===== src/sv/tlp_pkg.sv =====
// Shared types and constants of the tagged line token parser.
// No dependencies; imported by every module of the block.
package tlp_pkg;

  // Nesting depth limit: the smaller of the configured maximum and the 8-bit range
  localparam int unsigned MaxDepth   = 255;
  localparam int unsigned DepthCap   = (MaxDepth < 255) ? MaxDepth : 255;
  localparam logic [7:0]  DepthLimit = 8'(DepthCap);

  localparam logic [7:0] CharNewline = 8'h0A;
  localparam logic [7:0] CharReturn  = 8'h0D;

  localparam int unsigned RegAddrW = 5;
  localparam int unsigned TdataW   = 24;

  typedef enum logic [1:0] {
    KIND_CONTENT  = 2'd0,
    KIND_ELEM_END = 2'd1,
    KIND_DOC_END  = 2'd2,
    KIND_ERROR    = 2'd3
  } kind_e;

  typedef enum logic [1:0] {
    ERR_UNKNOWN_TAG  = 2'd0,
    ERR_UNBALANCED   = 2'd1,
    ERR_UNTERMINATED = 2'd2,
    ERR_OVERFLOW     = 2'd3
  } err_e;

  typedef enum logic [1:0] {
    ELEM_OPEN  = 2'd0,
    ELEM_CLOSE = 2'd1,
    ELEM_ATTR  = 2'd2,
    ELEM_VALUE = 2'd3
  } elem_e;

  typedef enum logic [2:0] {
    REG_OPEN  = 3'd0,
    REG_CLOSE = 3'd1,
    REG_ATTR  = 3'd2,
    REG_VALUE = 3'd3,
    REG_CONT  = 3'd4
  } reg_e;

  typedef struct packed {
    logic [7:0] open_code;
    logic [7:0] close_code;
    logic [7:0] attr_code;
    logic [7:0] value_code;
    logic [7:0] cont_code;
  } cfg_t;

  typedef struct packed {
    kind_e      kind;
    logic [7:0] out_byte;
    elem_e      elem_type;
    err_e       error_code;
    logic [7:0] nest_depth;
    logic       last;
  } res_t;

  // Results of one byte: up to two, in order
  typedef struct packed {
    logic [1:0] count;
    res_t       first;
    res_t       second;
  } step_t;

endpackage


===== src/sv/tlp_cfg_regs.sv =====
// Configuration registers of the tagged line token parser behind an APB-style port.
// Depends on tlp_pkg.
module tlp_cfg_regs (
  input  logic                          clk_i,
  input  logic                          rst_ni,
  input  logic                          psel,
  input  logic                          penable,
  input  logic                          pwrite,
  input  logic [tlp_pkg::RegAddrW-1:0]  paddr,
  input  logic [31:0]                   pwdata,
  output logic [31:0]                   prdata,
  output logic                          pready,
  output tlp_pkg::cfg_t                 cfg_o
);
  import tlp_pkg::*;

  cfg_t       cfg_q, cfg_d;
  logic       wr_en;
  logic [2:0] reg_idx;

  assign pready  = 1'b1;
  assign reg_idx = paddr[RegAddrW-1:2];
  assign wr_en   = psel & penable & pwrite & pready;

  // Decode the write
  always_comb begin
    cfg_d = cfg_q;
    if (wr_en) begin
      unique case (reg_idx)
        REG_OPEN:  cfg_d.open_code  = pwdata[7:0];
        REG_CLOSE: cfg_d.close_code = pwdata[7:0];
        REG_ATTR:  cfg_d.attr_code  = pwdata[7:0];
        REG_VALUE: cfg_d.value_code = pwdata[7:0];
        REG_CONT:  cfg_d.cont_code  = pwdata[7:0];
        default:   cfg_d = cfg_q;
      endcase
    end
  end

  always_ff @(posedge clk_i or negedge rst_ni) begin
    if (!rst_ni) begin
      cfg_q.open_code  <= 8'd62;
      cfg_q.close_code <= 8'd60;
      cfg_q.attr_code  <= 8'd64;
      cfg_q.value_code <= 8'd61;
      cfg_q.cont_code  <= 8'd46;
    end else begin
      cfg_q <= cfg_d;
    end
  end

  // Read back
  always_comb begin
    prdata = '0;
    unique case (reg_idx)
      REG_OPEN:  prdata = {24'd0, cfg_q.open_code};
      REG_CLOSE: prdata = {24'd0, cfg_q.close_code};
      REG_ATTR:  prdata = {24'd0, cfg_q.attr_code};
      REG_VALUE: prdata = {24'd0, cfg_q.value_code};
      REG_CONT:  prdata = {24'd0, cfg_q.cont_code};
      default:   prdata = '0;
    endcase
  end

  assign cfg_o = cfg_q;

endmodule


===== src/sv/tlp_parse_core.sv =====
// Input register and parse logic of the tagged line token parser: phase, element
// type, nesting depth and end flag, and the zero to two results of each byte.
// Depends on tlp_pkg.
module tlp_parse_core (
  input  logic           clk_i,
  input  logic           rst_ni,
  input  logic           s_axis_tvalid,
  output logic           s_axis_tready,
  input  logic [7:0]     s_axis_tdata,   // [7:0] in_byte
  input  logic           s_axis_tlast,   // is_end
  input  tlp_pkg::cfg_t  cfg_i,
  output tlp_pkg::step_t step_o,
  output logic           step_valid_o,
  input  logic           step_ready_i
);
  import tlp_pkg::*;

  typedef enum logic [1:0] {
    PH_TAG     = 2'd0,
    PH_CONTENT = 2'd1,
    PH_EOL     = 2'd2
  } phase_e;

  phase_e     phase_q, phase_d;
  elem_e      type_q, type_d;
  logic [7:0] depth_q, depth_d;
  logic       fin_q, fin_d;

  logic       in_valid_q;
  logic [7:0] byte_q;
  logic       end_q;
  logic       take;
  logic       load;

  res_t       ee;
  logic [7:0] ee_depth;
  logic       tag_skip;
  logic       tag_hit;
  elem_e      tag_type;
  step_t      step;

  function automatic res_t make_res(kind_e k, logic [7:0] b, elem_e t, err_e e,
                                    logic [7:0] dep);
    res_t r;
    r.kind       = k;
    r.out_byte   = b;
    r.elem_type  = t;
    r.error_code = e;
    r.nest_depth = dep;
    r.last       = 1'b0;
    return r;
  endfunction

  function automatic res_t doc_res(logic [7:0] dep);
    res_t r;
    if (dep != 8'd0) begin
      r = make_res(KIND_ERROR, 8'd0, ELEM_OPEN, ERR_UNBALANCED, dep);
    end else begin
      r = make_res(KIND_DOC_END, 8'd0, ELEM_CLOSE, ERR_UNKNOWN_TAG, dep);
    end
    return r;
  endfunction

  // Input register: refill when empty or while the held byte is consumed
  assign take          = in_valid_q & step_ready_i;
  assign s_axis_tready = ~in_valid_q | take;
  assign load          = s_axis_tvalid & s_axis_tready;
  assign step_valid_o  = in_valid_q;

  always_ff @(posedge clk_i or negedge rst_ni) begin
    if (!rst_ni) begin
      in_valid_q <= 1'b0;
    end else if (load) begin
      in_valid_q <= 1'b1;
    end else if (take) begin
      in_valid_q <= 1'b0;
    end
  end

  always_ff @(posedge clk_i) begin
    if (load) begin
      byte_q <= s_axis_tdata;
      end_q  <= s_axis_tlast;
    end
  end

  // Element end of the element in progress, with its depth update
  always_comb begin
    ee       = make_res(KIND_ELEM_END, 8'd0, type_q, ERR_UNKNOWN_TAG, depth_q);
    ee_depth = depth_q;
    case (type_q)
      ELEM_OPEN: begin
        if (depth_q >= DepthLimit) begin
          ee = make_res(KIND_ERROR, 8'd0, ELEM_OPEN, ERR_OVERFLOW, depth_q);
        end else begin
          ee_depth      = depth_q + 8'd1;
          ee.nest_depth = ee_depth;
        end
      end
      ELEM_CLOSE: begin
        if (depth_q == 8'd0) begin
          ee = make_res(KIND_ERROR, 8'd0, ELEM_OPEN, ERR_UNBALANCED, depth_q);
        end else begin
          ee_depth      = depth_q - 8'd1;
          ee.nest_depth = ee_depth;
        end
      end
      default: ee = make_res(KIND_ELEM_END, 8'd0, type_q, ERR_UNKNOWN_TAG, depth_q);
    endcase
  end

  // Tag decode, first match wins
  always_comb begin
    tag_skip = (byte_q == CharNewline) || (byte_q == CharReturn);
    tag_hit  = 1'b1;
    tag_type = ELEM_OPEN;
    if (byte_q == cfg_i.open_code) begin
      tag_type = ELEM_OPEN;
    end else if (byte_q == cfg_i.close_code) begin
      tag_type = ELEM_CLOSE;
    end else if (byte_q == cfg_i.attr_code) begin
      tag_type = ELEM_ATTR;
    end else if (byte_q == cfg_i.value_code) begin
      tag_type = ELEM_VALUE;
    end else begin
      tag_hit = 1'b0;
    end
  end

  // Results and next state of the held byte
  always_comb begin
    step.count  = 2'd0;
    step.first  = make_res(KIND_CONTENT, 8'd0, ELEM_OPEN, ERR_UNKNOWN_TAG, depth_q);
    step.second = step.first;
    phase_d     = phase_q;
    type_d      = type_q;
    depth_d     = depth_q;
    fin_d       = fin_q;
    if (!fin_q) begin
      if (end_q) begin
        fin_d   = 1'b1;
        phase_d = PH_TAG;
        unique case (phase_q)
          PH_CONTENT: begin
            step.first = make_res(KIND_ERROR, 8'd0, ELEM_OPEN, ERR_UNTERMINATED, depth_q);
            step.count = 2'd1;
          end
          PH_EOL: begin
            step.first  = ee;
            step.second = doc_res(ee_depth);
            depth_d     = ee_depth;
            step.count  = 2'd2;
          end
          default: begin
            step.first = doc_res(depth_q);
            step.count = 2'd1;
          end
        endcase
      end else begin
        unique case (phase_q)
          PH_CONTENT: begin
            if (byte_q == CharNewline) begin
              phase_d = PH_EOL;
            end else if (byte_q != CharReturn) begin
              step.first = make_res(KIND_CONTENT, byte_q, ELEM_OPEN, ERR_UNKNOWN_TAG,
                                    depth_q);
              step.count = 2'd1;
            end
          end
          PH_EOL: begin
            if (byte_q == cfg_i.cont_code) begin
              // Embedded newline, stay in the element
              step.first = make_res(KIND_CONTENT, CharNewline, ELEM_OPEN, ERR_UNKNOWN_TAG,
                                    depth_q);
              step.count = 2'd1;
              phase_d    = PH_CONTENT;
            end else begin
              // Close the element, then treat the byte as a tag
              step.first = ee;
              step.count = 2'd1;
              depth_d    = ee_depth;
              phase_d    = PH_TAG;
              if (tag_hit && !tag_skip) begin
                type_d  = tag_type;
                phase_d = PH_CONTENT;
              end else if (!tag_skip) begin
                step.second = make_res(KIND_ERROR, 8'd0, ELEM_OPEN, ERR_UNKNOWN_TAG,
                                       ee_depth);
                step.count  = 2'd2;
              end
            end
          end
          default: begin
            phase_d = PH_TAG;
            if (tag_hit && !tag_skip) begin
              type_d  = tag_type;
              phase_d = PH_CONTENT;
            end else if (!tag_skip) begin
              step.first = make_res(KIND_ERROR, 8'd0, ELEM_OPEN, ERR_UNKNOWN_TAG, depth_q);
              step.count = 2'd1;
            end
          end
        endcase
      end
    end
    // Mark the final result of the byte
    if (step.count == 2'd1) begin
      step.first.last = 1'b1;
    end
    if (step.count == 2'd2) begin
      step.second.last = 1'b1;
    end
  end

  assign step_o = step;

  // Parser state, advanced when the held byte is consumed
  always_ff @(posedge clk_i or negedge rst_ni) begin
    if (!rst_ni) begin
      phase_q <= PH_TAG;
      type_q  <= ELEM_OPEN;
      depth_q <= 8'd0;
      fin_q   <= 1'b0;
    end else if (take) begin
      phase_q <= phase_d;
      type_q  <= type_d;
      depth_q <= depth_d;
      fin_q   <= fin_d;
    end
  end

endmodule


===== src/sv/tlp_result_buf.sv =====
// Result stage of the tagged line token parser: output register and one pending
// register for the second result of a byte. Depends on tlp_pkg.
module tlp_result_buf (
  input  logic                        clk_i,
  input  logic                        rst_ni,
  input  tlp_pkg::step_t              step_i,
  input  logic                        step_valid_i,
  output logic                        step_ready_o,
  output logic                        m_axis_tvalid,
  input  logic                        m_axis_tready,
  output logic [tlp_pkg::TdataW-1:0]  m_axis_tdata,  // out_byte, elem_type, error_code,
                                                     // nest_depth, zero fill
  output logic [1:0]                  m_axis_tuser,  // kind
  output logic                        m_axis_tlast   // last
);
  import tlp_pkg::*;

  res_t out_q, out_d;
  res_t pend_q, pend_d;
  logic out_valid_q, out_valid_d;
  logic pend_valid_q, pend_valid_d;
  logic out_free;
  logic step_take;

  assign out_free     = ~out_valid_q | m_axis_tready;
  assign step_ready_o = ~pend_valid_q & out_free;
  assign step_take    = step_valid_i & step_ready_o;

  // Drain the pending result first, else load the new step
  always_comb begin
    out_d        = out_q;
    pend_d       = pend_q;
    out_valid_d  = out_valid_q & ~m_axis_tready;
    pend_valid_d = pend_valid_q;
    if (pend_valid_q && out_free) begin
      out_d        = pend_q;
      out_valid_d  = 1'b1;
      pend_valid_d = 1'b0;
    end else if (step_take && step_i.count != 2'd0) begin
      out_d       = step_i.first;
      out_valid_d = 1'b1;
      if (step_i.count == 2'd2) begin
        pend_d       = step_i.second;
        pend_valid_d = 1'b1;
      end
    end
  end

  always_ff @(posedge clk_i or negedge rst_ni) begin
    if (!rst_ni) begin
      out_valid_q  <= 1'b0;
      pend_valid_q <= 1'b0;
    end else begin
      out_valid_q  <= out_valid_d;
      pend_valid_q <= pend_valid_d;
    end
  end

  always_ff @(posedge clk_i) begin
    out_q  <= out_d;
    pend_q <= pend_d;
  end

  assign m_axis_tvalid = out_valid_q;
  assign m_axis_tdata  = {4'd0, out_q.nest_depth, out_q.error_code, out_q.elem_type,
                          out_q.out_byte};
  assign m_axis_tuser  = out_q.kind;
  assign m_axis_tlast  = out_q.last;

endmodule


===== src/sv/tagged_line_token_parser.sv =====
// Top level of the tagged line token parser.
// Depends on tlp_pkg, tlp_cfg_regs, tlp_parse_core and tlp_result_buf.

// The parser takes one byte per clock cycle while the result stage is ready. A
// byte passes an input register and is parsed from it; its first result is loaded
// into the output register once the result stage can take it. While m_axis_tready
// is high the output stage issues one result per cycle: a byte that gives two
// results (an element end followed by an unknown-tag error, the document end or an
// unbalanced error) holds the input until its second result has left the pending
// register. Bytes with no result (newlines, carriage returns, tag bytes) are
// consumed without output. After the end marker has been parsed, all further input
// is accepted and dropped until reset. The user must write configuration registers
// through the APB port only while the block is idle; the block does not enforce it.
module tagged_line_token_parser (
  input  logic                          clk_i,
  input  logic                          rst_ni,
  // Input stream
  input  logic                          s_axis_tvalid,
  output logic                          s_axis_tready,
  input  logic [7:0]                    s_axis_tdata,   // [7:0] in_byte
  input  logic                          s_axis_tlast,   // is_end
  // Result stream
  output logic                          m_axis_tvalid,
  input  logic                          m_axis_tready,
  output logic [tlp_pkg::TdataW-1:0]    m_axis_tdata,   // [7:0] out_byte, [9:8] elem_type,
                                                        // [11:10] error_code,
                                                        // [19:12] nest_depth, [23:20] zero
  output logic [1:0]                    m_axis_tuser,   // [1:0] kind
  output logic                          m_axis_tlast,   // last
  // Configuration
  input  logic                          psel,
  input  logic                          penable,
  input  logic                          pwrite,
  input  logic [tlp_pkg::RegAddrW-1:0]  paddr,
  input  logic [31:0]                   pwdata,
  output logic [31:0]                   prdata,
  output logic                          pready
);
  import tlp_pkg::*;

  cfg_t  cfg;
  step_t step;
  logic  step_valid;
  logic  step_ready;

  tlp_cfg_regs u_cfg_regs (
    .clk_i   (clk_i),
    .rst_ni  (rst_ni),
    .psel    (psel),
    .penable (penable),
    .pwrite  (pwrite),
    .paddr   (paddr),
    .pwdata  (pwdata),
    .prdata  (prdata),
    .pready  (pready),
    .cfg_o   (cfg)
  );

  tlp_parse_core u_parse_core (
    .clk_i         (clk_i),
    .rst_ni        (rst_ni),
    .s_axis_tvalid (s_axis_tvalid),
    .s_axis_tready (s_axis_tready),
    .s_axis_tdata  (s_axis_tdata),
    .s_axis_tlast  (s_axis_tlast),
    .cfg_i         (cfg),
    .step_o        (step),
    .step_valid_o  (step_valid),
    .step_ready_i  (step_ready)
  );

  tlp_result_buf u_result_buf (
    .clk_i         (clk_i),
    .rst_ni        (rst_ni),
    .step_i        (step),
    .step_valid_i  (step_valid),
    .step_ready_o  (step_ready),
    .m_axis_tvalid (m_axis_tvalid),
    .m_axis_tready (m_axis_tready),
    .m_axis_tdata  (m_axis_tdata),
    .m_axis_tuser  (m_axis_tuser),
    .m_axis_tlast  (m_axis_tlast)
  );

endmodule


===== config.mk =====
export PLATFORM = sky130hd
export DESIGN_NAME = tagged_line_token_parser
export DESIGN_NICKNAME = d
export VERILOG_FILES = /design/src/sv/tlp_pkg.sv /design/src/sv/tlp_cfg_regs.sv /design/src/sv/tlp_parse_core.sv /design/src/sv/tlp_result_buf.sv /design/src/sv/tagged_line_token_parser.sv
export SDC_FILE = /design/constraint.sdc
export NUM_CORES = 1
export LEC_CHECK = 0
export BUFFER_PORTS_ARGS = -buffer_cell sky130_fd_sc_hd__buf_4
export CAP_MARGIN = 20
export CORE_MARGIN = 5
export CORE_UTILIZATION = 61
export DETAILED_ROUTE_END_ITERATION = 6
export PLACE_DENSITY = 0.84
export SKIP_LAST_GASP = 1
export SYNTH_ARGS = -nofsm -noshare
export SYNTH_HDL_FRONTEND = slang
export SYNTH_SLANG_ARGS = --single-unit

===== constraint.sdc =====
create_clock -name clk_i -period 8.8 [get_ports clk_i]
set_clock_uncertainty 0.2 [all_clocks]
set_input_delay 1.76 -clock clk_i [delete_from_list [all_inputs] [get_ports clk_i]]
set_output_delay 1.76 -clock clk_i [all_outputs]
set_load 0.005 [all_outputs]

# Word-level counts from Yosys, hierarchy flattened
# Cells that the tools add are included.
# totals
wordCells,145
regBits,110
output_inout_bits,62
# classes
n_eq_ne,20
muxes,57
bitwise_logic,16
magnitude_cmp,1
n_addsub,2
reduce_logical,24
# ops
operator,count
two-way mux 23 bit,7
one-hot mux 25 bit (2 select lines),2
two-way mux 48 bit,2
two-way mux 25 bit,3
two-way mux 24 bit,2
two-way mux 8 bit,6
one-hot mux 23 bit (2 select lines),1
two-way mux 22 bit,2
== test 8 bit,5
one-hot mux 8 bit (5 select lines),1
two-way mux 14 bit,2
two-way mux 2 bit,11
== test 8 x 4 -> 1 bit (second input constant),2
one-hot mux 8 bit (2 select lines),1
nonzero test 8 bit,2
two-way mux 1 bit,15
AND reduction 2 bit,6
adder 8 x 1 -> 8 bit (second input constant),1
>= comparator 8 bit (second input constant),1
zero test 8 bit,1
!= test 8 x 4 -> 1 bit (second input constant),1
NOT 1 bit,8
one-hot mux 2 bit (2 select lines),2
nonzero test 2 bit,4
other kinds (19),32

# Logic depth before layout (Yosys ltp)
# Gate-level depths: netlist of the first run.
# depth
ltp_word,15
ltp_mapped,10

# Hierarchy
# Synthesis of the first run repeated with hierarchy kept, for this count alone.
# unflattened
hier_cells,592
hier_area_um2,6766.5
# modules_own_cells
mod,area_each_um2,instances,cells_each
tlp_parse_core,2717.6,1,343
tlp_cfg_regs,2130.8,1,160
tlp_result_buf,1918.1,1,89

# Least setup slack after synthesis of the first run
# Ideal clock, no wire load.
# synth_path
path_kind,in2out
startpoint,input port paddr[2] in the netlist's numbering
endpoint,output port prdata[0]
stages,5
setup_slack_ps,3917
t_arrival_ps,2923
n_path_buf,2
t_required_ps,6840
cell_sequence,clkbuf_1 -> clkbuf_1 -> mux2_2 -> a22oi_1 -> o22ai_1
# synth_between
elab_chain_len,2
elab_cells_between_ends,6
classes_between,4 x eq/ne; 1 x mux; 1 x reduce/logical
# synth_lines
item,line_no,rtl
"start, declared",tagged_line_token_parser.sv:34,"input logic [tlp_pkg::RegAddrW-1:0] paddr,"
== test 3 bit (tied with other cells),tlp_cfg_regs.sv:55,unique case (reg_idx)
one-hot mux 8 bit (5 select lines) (*),tlp_cfg_regs.sv:55,
"end, declared",tagged_line_token_parser.sv:36,"output logic [31:0] prdata,"
# Every way passes the cells marked *; elsewhere a longest branch is shown, timed or not.

# Worst setup path in the final report of the first run
# layout_path
startpoint,input port paddr[3] in the netlist's numbering
endpoint,output port prdata[6]
# Same word-level chain as after synthesis.

==> results of run 1 <==
-- metrics by stage --
stage	instance area [sq um]	hold WS [ps]	total power [uW]	std cells
floorplan	6200	268	691	618
global placement	6390	289	728	739
detailed placement	6390	296	737	739
CTS	6600	318	1050	755
global route	6620	377	1090	757
finish	6620	330	1050	757
-- flip-flops by register name (all words and copies together), names as in the netlist --
signal / cells
u_parse_core.type_q: 2
u_result_buf.m_axis_tvalid: 1
u_result_buf.pend_q: 12
u_parse_core.step_valid_o: 1
u_result_buf.pend_valid_q: 1
u_parse_core.phase_q: 2
u_result_buf.m_axis_tlast: 1
u_parse_core.depth_q: 8
u_parse_core.byte_q: 8
u_result_buf.m_axis_tdata: 20
u_cfg_regs.cfg_o: 40
u_result_buf.m_axis_tuser: 2
u_parse_core.fin_q: 1
u_parse_core.end_q: 1
-- placed cells by master, fill, tap and decap left out, drive strengths merged, types with 5 or more instances in the layout --
| cell type | count |
|---|---|
| a21oi | 27 |
| a22oi | 20 |
| a31oi | 7 |
| and3 | 9 |
| buf | 62 |
| clkbuf | 10 |
| conb | 29 |
| dfrtp | 37 |
| dfstp | 19 |
| edfxtp | 44 |
| ha | 5 |
| inv | 15 |
| mux2 | 53 |
| nand2 | 42 |
| nand2b | 6 |
| nand3 | 9 |
| nand4 | 5 |
| nor2 | 46 |
| nor2b | 8 |
| nor3 | 10 |
| nor4 | 13 |
| o21ai | 23 |
| o22ai | 8 |
| o31ai | 6 |
| o41ai | 5 |
| or3 | 5 |
| or4 | 6 |
| xnor2 | 11 |
| xor2 | 32 |
-- metal layers --
metal / vias to the layer above / track usage, % / share of wire, %
met4: 0 / 6.86 / 1.6
met3: 23 / 4.78 / 9.2
met2: 262 / 38.5 / 47
li1: 2155 / - / -
met5: - / 0 / 0
met1: 2224 / 33.8 / 42
-- where the power goes --
group	total, uW	switching, uW	internal, uW
Combinational	144	63.9	79.9
Clock	321	161	160
Sequential	586	48.0	538
-- cells by family after synthesis --
kind of cell,after synthesis,synth area share [%]
buf+inv,86,7.96
simple gates,173,14.8
other cells,2,0.123
flops,100,45.0
xor+xnor,43,6.18
fa+ha+maj,5,1.03
compound gates,125,14.3
mux,57,10.6
-- synthesized netlist by cell type (6+ instances only) --
master / instances / area [sq um]
a21oi_1: 27 / 135
a22oi_1: 19 / 143
a31oi_1: 7 / 43.8
and3_1: 8 / 50.1
buf_2: 9 / 45.0
buf_4: 31 / 233
clkbuf_1: 25 / 93.8
dfrtp_1: 37 / 926
dfstp_2: 19 / 499
edfxtp_1: 44 / 1320
inv_1: 14 / 52.6
mux2_2: 53 / 597
nand2_1: 42 / 158
nand2b_1: 6 / 37.5
nand3_1: 9 / 45.0
nor2_1: 46 / 173
nor2b_1: 8 / 50.1
nor3_1: 9 / 45.0
nor4_1: 11 / 68.8
o21ai_0: 23 / 115
o22ai_1: 8 / 50.1
xnor2_1: 11 / 96.3
xor2_1: 32 / 280
-- worst max path at each step --
stage	start	to	slack, ps	cells past startpoint
final	paddr[3]	prdata[6]	3790	5
after global placement	paddr[2]	prdata[6]	3820	5
after global routing	paddr[2]	prdata[1]	3740	5
after floorplan	paddr[2]	prdata[0]	3920	5
after CTS	paddr[3]	prdata[6]	3850	5
after detailed placement	paddr[3]	prdata[6]	3860	5
-- critical path, cell delays in order --
cell and delay [ps]:
buf_4 190, nor2_1 540, a22oi_1 200, o22ai_1 210
buf_4 150
-- cell type report --
type	count	area (sq um)	share of cell area, %
Timing Repair Buffer	62	473	7.14
Tap cell	133	166	2.51
Clock inverter	6	86.3	1.30
Multi-Input combinational cell	432	2970	44.9
Sequential cell	100	2750	41.5
Inverter	14	52.6	0.793
Clock buffer	10	128	1.93
==> flow_summary.ini, run 1 <==
[run]
drv_cap = 0

[clock_tree]
cts_resized = 0
cts.sinks = 100
cts_buffers = 9
cts_tree = done
path_clk_slew_ps = 100
postCtsSetupBuffers = 0
clock_path_buffers = 2
clock_latency_ps = 370
cts-root-buf = clkbuf_8
h-tree-depth = 3
cts_hold_buf = 0

[synthesis]
yosys_most_used_dff = edfxtp_1
ys_ff_latch = 100
ys_seq_area_share_pct = 45.0
synth_edf_count = 44
synth_cells = 591
synth_warnings = 0
async_flop_share_pct = 56.0
syn_avg_cell_area_sq_um = 10.3
synth_cell_type_count = 74
netlist_area_sq_um = 6100

[route]
wl_per_cell_um = 18.6
post_drt_via_cell_ratio = 6.16
via_count = 4664
drtIter0Drc = 463
firstDrtPassIters = 5
drtAntennaViolNets = 0
totalWireLength_um = 14100
drc = 0

[pwr]
vdd_drop_max_mv = 0.116
power.density_nw_per_um2 = 159
p_leak_uw = 0.00263

[finish]
nets = 677
final_util_pct = 67.8
fillers = 732
insertedDiodeCount = 0
drive_gt1_share_pct = 27.6
syn_to_final_growth_pct = 8.62

[setup_path]
endpoint_kind = primary output
r2r-end = u_result_buf.m_axis_tdata[16]$_DFFE_PP_
rr_worst_depth = 8
critPathRequiredTime_ps = 6840
timing.rr.start = u_parse_core.byte_q[4]$_DFFE_PP_
start_kind = input pin
r2r_setup_slack_ps = 5260
crit_path_max_fanout = 21
critPathKind = input pin to primary output
crit_arrival_ps = 3050

[floorplanning]
rows = 36
die_x_um = 110
start_util_pct = 62.4
core_area_sq_um = 9770
io_pins = 115
die_y_um = 110
die-area_sq_um = 12100

[min_path]
whs_endpoint = u_parse_core.phase_q[0]$_DFFE_PN0P_
whs_path_depth = 2
hp-start = u_parse_core.phase_q[0]$_DFFE_PN0P_
hp-class = register to register

[timing]
finalCritPeriodShare_pct = 56.9
fin_crit_ps = 5010
finalSetupViolations = 0
slew-limit-headroom_pct = 38.9
drv_slew = 0
max_clock_freq_mhz = 200
rsz0062_at_grt = no
layout_setup_ws_ps = 3790
finalHoldViolCount = 0
fin_tns_setup_ps = 0
max_slew.worst_pin.slew_ps = 914

[outcome]
outcome = finished, final reports clean

[place]
numPortBuffers = 59
post-place-ws_ps = 3860
dp_hpwl_um = 10300
gp_congestion = 0.891

[global_routing]
grt_pass1_vias = 4448
grt_usage_pct = 24.2
grt_remaining_overflow = 0
grt_max_degree = 57
grt_pass1_wl_um = 22400
antenna_found_initial = 0
(Power assumes the default switching activity.)
==> run 2: changes to the inputs <==
--- a/config.mk
+++ b/config.mk
@@ -8,9 +8,9 @@
 export BUFFER_PORTS_ARGS = -buffer_cell sky130_fd_sc_hd__buf_4
 export CAP_MARGIN = 20
 export CORE_MARGIN = 5
-export CORE_UTILIZATION = 61
+export CORE_UTILIZATION = 51
 export DETAILED_ROUTE_END_ITERATION = 6
-export PLACE_DENSITY = 0.84
+export PLACE_DENSITY = 0.74
 export SKIP_LAST_GASP = 1
 export SYNTH_ARGS = -nofsm -noshare
 export SYNTH_HDL_FRONTEND = slang
==> constraint.sdc (replaced) <==
create_clock -name clk_i -period 4.6 [get_ports clk_i]
set_clock_uncertainty 0.2 [all_clocks]
set_input_delay 0.92 -clock clk_i [delete_from_list [all_inputs] [get_ports clk_i]]
set_output_delay 0.92 -clock clk_i [all_outputs]
set_load 0.005 [all_outputs]
==> flow_summary.ini, run 2 (synthesized netlist as in run 1, its figures left out) <==
[outcome]
outcome = finished, final reports clean

[clock_tree]
path_clk_slew_ps = 70
clock_latency_ps = 350
cts-root-buf = clkbuf_16
cts.sinks = 100
cts_hold_buf = 0
cts_resized = 0
postCtsSetupBuffers = 0
h-tree-depth = 3
clock_path_buffers = 2
cts_tree = done
cts_buffers = 9

[pwr]
swShare_pct = 25.0
power.density_nw_per_um2 = 315
p_leak_uw = 0.00265
clkPwrFrac_pct = 33.9
p_seq_share_pct = 53.2
power.internal_uw = 1580
combPwrFrac_pct = 12.9
p_sw_uw = 528
vdd_drop_max_mv = 0.211

[finish]
nets = 677
final_area_sq_um = 6700
regArea_sq_um = 2750
insertedDiodeCount = 0
final_cell_mix = 62 x buf_4, 53 x mux2_2, 46 x nor2_1
final_common_cell = buf_4
drive_gt1_share_pct = 27.1
syn_to_final_growth_pct = 9.81
multi_input_area_sq_um = 2970
fillers = 986
largest_reg_flops = 40

[global_routing]
grt_remaining_overflow = 0
grt_max_degree = 57
grt_pass1_vias = 4384
grt_usage_pct = 19.8
antenna_found_initial = 0
grt_pass1_wl_um = 22800

[floorplanning]
rows = 40
core_area_sq_um = 11900
start_util_pct = 51.4
die_x_um = 119
die_y_um = 119
die-area_sq_um = 14200
io_pins = 115

[run]
drv_cap = 0

[setup_path]
start_kind = input pin
path_cells = buf_4, nor2_1, a22oi_1, o22ai_1, buf_4
critPathKind = input pin to primary output
worst-path-buf-inv = 2
endpoint_kind = primary output
cp_common_cell = buf_4
critPathRequiredTime_ps = 3480
crit_path_max_fanout = 21
slowest_delay_ps = 560
crit_arrival_ps = 2290
crit_slowest_cell = nor2_1
path_delay_family = simple AND/OR/NAND/NOR gates

[timing]
rsz0062_at_grt = no
max_slew.worst_pin.slew_ps = 1060
finalSetupViolations = 0
fin_tns_setup_ps = 0
drv_slew = 0
max_clock_freq_mhz = 293
slew-limit-headroom_pct = 29.0
finalHoldViolCount = 0
fin_crit_ps = 3410
finalCritPeriodShare_pct = 74.1

[place]
gp_congestion = 0.926
dp_hpwl_um = 10100
postPlaceCellArea_sq_um = 6420
numPortBuffers = 59

[route]
drc = 0
drtIter0Drc = 324
firstDrtPassIters = 6
drtAntennaViolNets = 0
totalWireLength_um = 14000
wl_per_cell_um = 18.2
post_drt_via_cell_ratio = 5.96
via_count = 4596

[min_path]
hp-class = register to register
## run 2: cell types whose count changed in the layout (fill, tap and decap cells not counted), moves of 2 or more
cell / previous run / this run
clkbuf_8: 9 / 2
bufinv_16: 2 / 0
clkbuf_1: 1 / 4
clkinv_2: 2 / 0
clkbuf_16: 0 / 9
## run 2: tightest hold or removal path, cell delays in order, from the launching register on
cell and delay, ps:
dfrtp_1 370, nand2_1 70, o41ai_1 60
## run 2: metrics by stage
step                utilization [%]  hold slack, ps  std cells  setup slack (ps)  total power, uW
finish                         56.5             332        771              1190             2110
global route                   56.5             357        771              1070             2200
CTS                            56.5             323        771              1270             2120
detailed placement             54.1             305        755              1290             1410
global placement               54.1             291        755              1310             1390
floorplan                         -             268        618              1040             1320
## run 2: final cells by class
type | count | share of cell area (%)
inverters | 14 | 0.785
flip-flops and latches | 100 | 41.0
repair buffers | 62 | 6.95
multi-input cells | 432 | 44.4
clock inverters | 1 | 0.131
clock buffers | 15 | 4.00
well taps | 147 | 2.75
## run 2: power groups by stage
stage               logic (uW)  registers, uW  clock network [uW]
floorplan                  227           1090                   0
global placement           261           1130                   0
detailed placement         271           1140                   0
CTS                        272           1120                 728
global route               297           1130                 766
finish                     272           1120                 714
## run 2: worst paths after layout
path	start	cells after the start	slack (ps)	end
max	paddr[3]	5	1190	prdata[1]
min	u_parse_core.phase_q[0]$_DFFE_PN0P_	2	330	u_parse_core.phase_q[0]$_DFFE_PN0P_
max reg2reg	u_parse_core.byte_q[7]$_DFFE_PP_	6	1280	u_result_buf.pend_q[4]$_DFFE_PP_
min reg2reg	u_parse_core.phase_q[0]$_DFFE_PN0P_	2	330	u_parse_core.phase_q[0]$_DFFE_PN0P_
max in group asynchronous	rst_ni	1	3270	u_cfg_regs.cfg_o[16]$_DFFE_PN0P_
min in group asynchronous	rst_ni	1	440	u_parse_core.depth_q[6]$_DFFE_PN0P_
## run 2: metal layers
layer	vias to the layer above	GRT usage, %	part of all wire (%)
li1	2149	-	-
met1	2197	27.8	44
met2	219	30.0	46
met3	31	4.84	7.8
met4	0	7.02	2.2
met5	-	0	0
